File: config.mk
export PLATFORM = sky130hd
export DESIGN_NAME = ganms_ram
export DESIGN_NICKNAME = d
export VERILOG_FILES = /design/src/design/ganms_ram.sv
export SDC_FILE = /design/constraint.sdc
export NUM_CORES = 1
export LEC_CHECK = 0
export ABC_AREA = 0
export BUFFER_PORTS_ARGS = -buffer_cell sky130_fd_sc_hd__buf_4
export CAP_MARGIN = 10
export CORE_ASPECT_RATIO = 0.7
export CORE_MARGIN = 2
export CORE_UTILIZATION = 60
export DETAILED_ROUTE_END_ITERATION = 10
export GPL_ROUTABILITY_DRIVEN = 0
export PLACE_DENSITY_LB_ADDON = 0.05
export SLEW_MARGIN = 20
export SYNTH_ARGS = -nofsm -noshare
export SYNTH_HDL_FRONTEND = slang
export SYNTH_SLANG_ARGS = --single-unit
File: constraint.sdc
create_clock -name clk -period 3.1 [get_ports clk]
set_clock_uncertainty 0.1 [all_clocks]
set_input_delay 0.155 -clock clk [delete_from_list [all_inputs] [get_ports clk]]
set_output_delay 0.155 -clock clk [all_outputs]
set_load 0.02 [all_outputs]
File: src/design/ganms_ram.sv
`timescale 1ns / 1ps
`default_nettype none

// Simple dual-port RAM: one write port, one registered read port.
module ganms_ram #(
  parameter int WIDTH = 8,
  parameter int DEPTH = 16
) (
  input  wire logic                     clk,
  input  wire logic                     wr_en,
  input  wire logic [$clog2(DEPTH)-1:0] wr_addr,
  input  wire logic [WIDTH-1:0]         wr_data,
  input  wire logic [$clog2(DEPTH)-1:0] rd_addr,
  output logic [WIDTH-1:0]              rd_data
);

  logic [WIDTH-1:0] mem [DEPTH];

  always_ff @(posedge clk) begin
    if (wr_en) begin
      mem[wr_addr] <= wr_data;
    end
    rd_data <= mem[rd_addr];
  end

endmodule

`default_nettype wire

==> reports/results.ini, run 1 <==
[outcome]
status = complete, no violations

[power_and_ir_drop]
power_frac_comb = 0.051
leakage_nw = 2.04
pwr-share-seq = 0.496
p_total_mw = 4.17
clkPwrFrac = 0.452
p_int_mw = 3.34
ir_worst_vdd_v = 0.000473
p_sw_frac = 0.198
switchingPower_mw = 0.826
powerDensity_nw_per_um2 = 688

[final_layout]
stdcell_count = 394
nets = 294
syn_to_final_growth_pct = 17.6
insertedDiodeCount = 0
multi_input_area_um2 = 1060
drive_above_1_share = 0.256
final_common_cell = edfxtp_1
fill_cells = 494
final_cell_mix = edfxtp_1 (128), buf_4 (30), mux4_2 (18)
register_area_um2 = 4000
fin_area_um2 = 6060

[clocking]
cts_tree = yes
cts_setup_buffers = 0
cts_hold_buf = 8
h-tree-depth = 4
cts_sinks = 136
cts_root_buf = clkbuf_16
insertion_delay_ns = 0.41
clk_path_buf_depth = 2
clk_pin_slew_ns = 0.06
cts_buffers = 17
cts_resized = 0

[detailed_routing]
vias = 2362
final_antenna_net_count = 0
drc = 0
wirelength_um = 9610
via_per_inst = 5.99
drt_first_pass_iters = 4
drt-wirelength-per-cell_um = 24.4
drtIter0Drc = 230

[critical_path]
endpoint_kind = flip-flop
cp.arrival_ns = 1.47
start_kind = input port
r2r_setup_slack_ns = 1.60
crit_path_max_fanout = 8
crit_type = in2reg
crit_chain = buf_4, or3b_2, nor2_1
crit_buf_inv = 1
critPathTopFamily = simple AND/OR/NAND/NOR gates
cp_slowest_stage_delay_ns = 0.68
required_ns = 3.03
slowest_stage = nor2_1

[logic_synthesis]
synthCells = 229
ys_ff_latch = 136
synth_cell_types = 19
ys_seq_area_frac = 0.778
synth_warnings = 0
synth_nets = 247
synthesis.area_um2 = 5150
syn_area_per_cell_um2 = 22.5

[grt]
grt_pass1_wl_um = 14600
antenna_found_initial = 0
track_usage = 0.232
grt_overflow = 0
grt_max_degree = 33
grt_pass1_vias = 2300

[placed_design]
place_inst = 354
io_buffers = 25
placed_area_um2 = 5420
place_hpwl_um = 5730

[timing]
fin_tns_setup_ns = 0
period_minus_slack_ns = 1.54
maxSlewViolCount = 0
hold_slack_ns = 0.181
slew_headroom = 0.375
worst_slew_pin_slew_ns = 0.934
rsz0062_at_grt = false
max_freq_ghz = 0.647
post-route-period-util = 0.498
finalSetupViolCount = 0
hold_viol = 0

[die]
core_um2 = 8410
start_util = 0.612
fp.dieH_um = 81.5
die_w_um = 115
io_pins = 26
dieArea_um2 = 9350
rows = 28

[hold_path]
hold_path_class = in2reg

[job]
drv_cap = 0

## cell type report
| cell class | count | share of cell area |
|---|---|---|
| sequential | 136 | 0.661 |
| multi-input combinational | 83 | 0.175 |
| clock buffer | 22 | 0.0750 |
| timing repair buffer | 38 | 0.0504 |
| tap | 105 | 0.0217 |
| clock inverter | 10 | 0.0171 |
## worst reg2reg max path, stage by stage, from the launching register on
cell,delay (ns)
edfxtp_1,0.37
mux4_1,0.56
a22oi_1,0.27
nand2_1,0.09
## sequential cells by signal (all words and copies together), names as in the netlist
signal / cells
rd_data: 8
mem: 128
## per-stage QoR
stage / setup slack (ns) / util
after floorplan: 1.35 / -
after global placement: 1.15 / 0.644
after detailed placement: 1.14 / 0.644
after CTS: 1.57 / 0.720
after global routing: 1.52 / 0.720
final: 1.56 / 0.720
## cell usage after synthesis
library cell | count | area share
buf_4 | 1 | 0.0015
mux4_1 | 14 | 0.071
nor2b_1 | 1 | 0.0012
dfxtp_1 | 8 | 0.031
edfxtp_1 | 128 | 0.75
clkdlybuf4s25_2 | 3 | 0.0058
buf_2 | 3 | 0.0029
mux4_2 | 18 | 0.079
nand3_1 | 1 | 0.00097
nor3_1 | 4 | 0.0039
a22oi_1 | 16 | 0.023
nand2b_1 | 2 | 0.0024
nor2_1 | 13 | 0.0095
buf_6 | 3 | 0.0066
or3b_2 | 1 | 0.0017
nand3b_1 | 2 | 0.0029
and2b_1 | 1 | 0.0015
and2_1 | 1 | 0.0012
nand2_1 | 9 | 0.0066
## power by group through the flow
stage | clock network (mW) | logic [mW] | registers [mW]
after floorplan | 0 | 0.104 | 2.12
after global placement | 0 | 0.205 | 2.11
after detailed placement | 0 | 0.207 | 2.11
after CTS | 1.91 | 0.216 | 2.07
after global routing | 2.00 | 0.231 | 2.07
final | 1.88 | 0.214 | 2.07
## logic make-up (layout without fill, tap and decap cells)
logic type / count (synthesis) / count (layout) / synth area share
multiplexers: 32 / 32 / 0.150
buffers and inverters: 10 / 70 / 0.0168
AO/OA/AOI/OAI: 16 / 16 / 0.0233
AND/OR/NAND/NOR: 35 / 35 / 0.0318
flip-flops: 136 / 136 / 0.778
## path summary, 6_finish.rpt
path / to / startpoint / cells past startpoint
max: mem[1][7] / wr_addr[2] / 3
max reg2reg: rd_data[3] / mem[10][3] / 3
min reg2reg: rd_data[4] / mem[14][4] / 3
min: mem[0][2] / wr_addr[1] / 3
## routing by layer
layer  up-vias  part of all wire  track usage
met3        10             0.095       0.0635
met4         0            0.0080       0.0831
met2        91              0.45        0.317
li1       1075                 -            -
met5         -                 0            0
met1      1186              0.45        0.368
Power figures use the tool's default switching activity.
==> run 2: changes to the inputs <==
--- a/config.mk
+++ b/config.mk
@@ -10,7 +10,7 @@
 export CAP_MARGIN = 10
 export CORE_ASPECT_RATIO = 0.7
 export CORE_MARGIN = 2
-export CORE_UTILIZATION = 60
+export CORE_UTILIZATION = 54
 export DETAILED_ROUTE_END_ITERATION = 10
 export GPL_ROUTABILITY_DRIVEN = 0
 export PLACE_DENSITY_LB_ADDON = 0.05
==> constraint.sdc (replaced) <==
create_clock -name clk -period 1.4 [get_ports clk]
set_clock_uncertainty 0.1 [all_clocks]
set_input_delay 0.07 -clock clk [delete_from_list [all_inputs] [get_ports clk]]
set_output_delay 0.07 -clock clk [all_outputs]
set_load 0.02 [all_outputs]
==> run 2 against run 1 <==
Compared with the run above:
- largest power group unchanged
- count of clock-buffer cells in the layout up 3
- critical endpoint is now rd_data[1]
- the run now ends with setup timing left
- total power up 120%
- setup slack worse by 1.6 ns
==> reports/results.ini, run 2 (same netlist as run 1, synthesis figures left out) <==
[hold_path]
hold_path_class = in2reg
hold-path-cell-count = 3  ; unchanged
whs_endpoint = mem[4][5]
min_from = wr_addr[1]

[detailed_routing]
final_antenna_net_count = 0  ; unchanged
wirelength_um = 10100  ; +4.9%
drt-wirelength-per-cell_um = 23.1  ; -5.4%
drc = 0  ; unchanged
drtIter0Drc = 295  ; +28%
vias = 2502  ; +5.9%
drt_first_pass_iters = 4  ; unchanged
via_per_inst = 5.73  ; -4.5%

[die]
start_util = 0.561  ; -0.0515
rows = 29  ; +3.6%
io_pins = 26  ; unchanged
die_w_um = 121  ; +5.2%
fp.dieH_um = 85.7  ; +5.1%
dieArea_um2 = 10300  ; +11%
core_um2 = 9180  ; +9.2%

[clocking]
cts_tree = yes
h-tree-depth = 4  ; unchanged
insertion_delay_ns = 0.40  ; about the same
clk_path_buf_depth = 2  ; unchanged
cts_setup_buffers = 0  ; unchanged
cts_buffers = 17  ; unchanged
clk_pin_slew_ns = 0.05  ; about the same
cts_root_buf = clkbuf_16
cts_sinks = 136  ; unchanged

[job]
drv_cap = 0  ; unchanged

[final_layout]
reg.largest.list = mem x128, rd_data x8
insertedDiodeCount = 0  ; unchanged
fin_util = 0.686  ; -0.0344
final_cell_mix = edfxtp_1 (128), buf_4 (52), mux4_2 (28)
nets = 319  ; +8.5%
fin_area_um2 = 6300  ; +4.0%
largest_reg_flops = 128  ; unchanged
final_common_cell = edfxtp_1
regMostFlops = mem
stdcell_count = 437  ; +11%
syn_to_final_growth_pct = 22.3
drive_above_1_share = 0.374  ; +0.118

[timing]
worst_slew_pin_slew_ns = 1.03  ; +0.0966 ns
slew_headroom = 0.310  ; -0.0646
hold_slack_ns = 0.0742  ; -0.107 ns
rsz0062_at_grt = true
post-route-period-util = 1.01
max_freq_ghz = 0.705
period_minus_slack_ns = 1.42
setup_ws_ns = -0.0178  ; -1.57 ns
finalSetupViolCount = 2  ; +2
fin_tns_setup_ns = -0.0230  ; -0.0230 ns
maxSlewViolCount = 0  ; unchanged
hold_viol = 0  ; unchanged

[grt]
track_usage = 0.214  ; -0.0186
antenna_found_initial = 0  ; unchanged
grt_overflow = 0  ; unchanged
grt_max_degree = 20  ; -39%
grt_pass1_wl_um = 15200  ; +4.2%
grt_pass1_vias = 2503  ; +8.8%

[critical_path]
crit_path_max_fanout = 1  ; -7
cp_slowest_stage_delay_ns = 0.48  ; -0.20 ns
slowest_stage = mux4_2
cp.arrival_ns = 1.60  ; +0.13 ns
r2r_end = rd_data[1]
reg2reg_depth = 3  ; unchanged
endpoint_kind = flip-flop
crit_chain = mux4_2, a22oi_2, nand2_1
timing.rr.start = mem[3][1]
required_ns = 1.58  ; -1.45 ns
crit_type = reg2reg
r2r_setup_slack_ns = -0.02  ; -1.62 ns
start_kind = flip-flop

[placed_design]
placed_area_um2 = 5670  ; +4.7%
dp_slack_ns = -0.284  ; -1.43 ns
place_hpwl_um = 6320  ; +10%
place_inst = 398  ; +12%
io_buffers = 25  ; unchanged

[power_and_ir_drop]
ir_worst_vdd_v = 0.00107  ; +130%
leakage_nw = 2.14  ; +5.2%
p_total_mw = 9.13  ; +120%
powerDensity_nw_per_um2 = 1450  ; +110%

[outcome]
status = finished, violations left
violations = setup timing

[run 2: cell types whose count changed in the layout (fill, tap and decap cells not counted), moves of 2 or more]
cell and delta:
a22oi_1 -9, a22oi_2 +9, buf_12 +3, buf_4 +22, clkbuf_8 +2, clkinvlp_4 -3
mux4_1 -10, mux4_2 +10
[run 2: where the power goes]
part | internal, mW | total (mW) | leakage [nW] | switching [mW]
combinational | 0.260 | 0.554 | 0.655 | 0.294
sequential | 4.56 | 4.58 | 1.22 | 0.0257
clock | 2.55 | 4.00 | 0.264 | 1.45
total | 7.36 | 9.13 | 2.14 | 1.77
[run 2: per-layer routing]
metal | vias to the layer above | track usage | wire (µm)
met3 | 9 | 0.0698 | 706
met5 | - | 0 | 0
met1 | 1296 | 0.330 | 4730
met2 | 93 | 0.295 | 4560
li1 | 1104 | - | -
met4 | 0 | 0.0634 | 79
[run 2: worst max-delay path: cells and delay by family (launching register included)]
family | cells | cell delay, ns
AOI/OAI and AO/OA | 1 | 0.25
DFF | 1 | 0.36
muxes | 1 | 0.48
and+or+nand+nor | 1 | 0.10
[run 2: worst max path at each step]
stage / cells after the start / slack (ns) / end / from
2_1_floorplan: 2 / -0.04 / mem[3][0] / wr_addr[2]
3_3_place_gp: 5 / -0.22 / rd_data[1] / rd_addr[0]
3_5_place_dp: 5 / -0.28 / rd_data[1] / rd_addr[0]
4_1_cts: 3 / -0.03 / rd_data[7] / mem[11][7]
5_1_grt: 3 / -0.07 / rd_data[7] / mem[10][7]
6_report: 3 / -0.02 / rd_data[1] / mem[3][1]
[run 2: cell type report]
cell class	instances	area (µm²)
Timing Repair Buffer	63	531
Multi-Input combinational cell	83	1070
Tap cell	124	155
Fill cell	583	2880
Clock inverter	6	51.3
Sequential cell	136	4000
Clock buffer	25	485
[run 2: repair_timing]
action,4_1_cts,5_1_grt
gates resized for setup,8,11
pin swaps,2,6
hold endpoints to repair,128,0
hold buffers,8,0
endpoints found under the setup margin,5,8
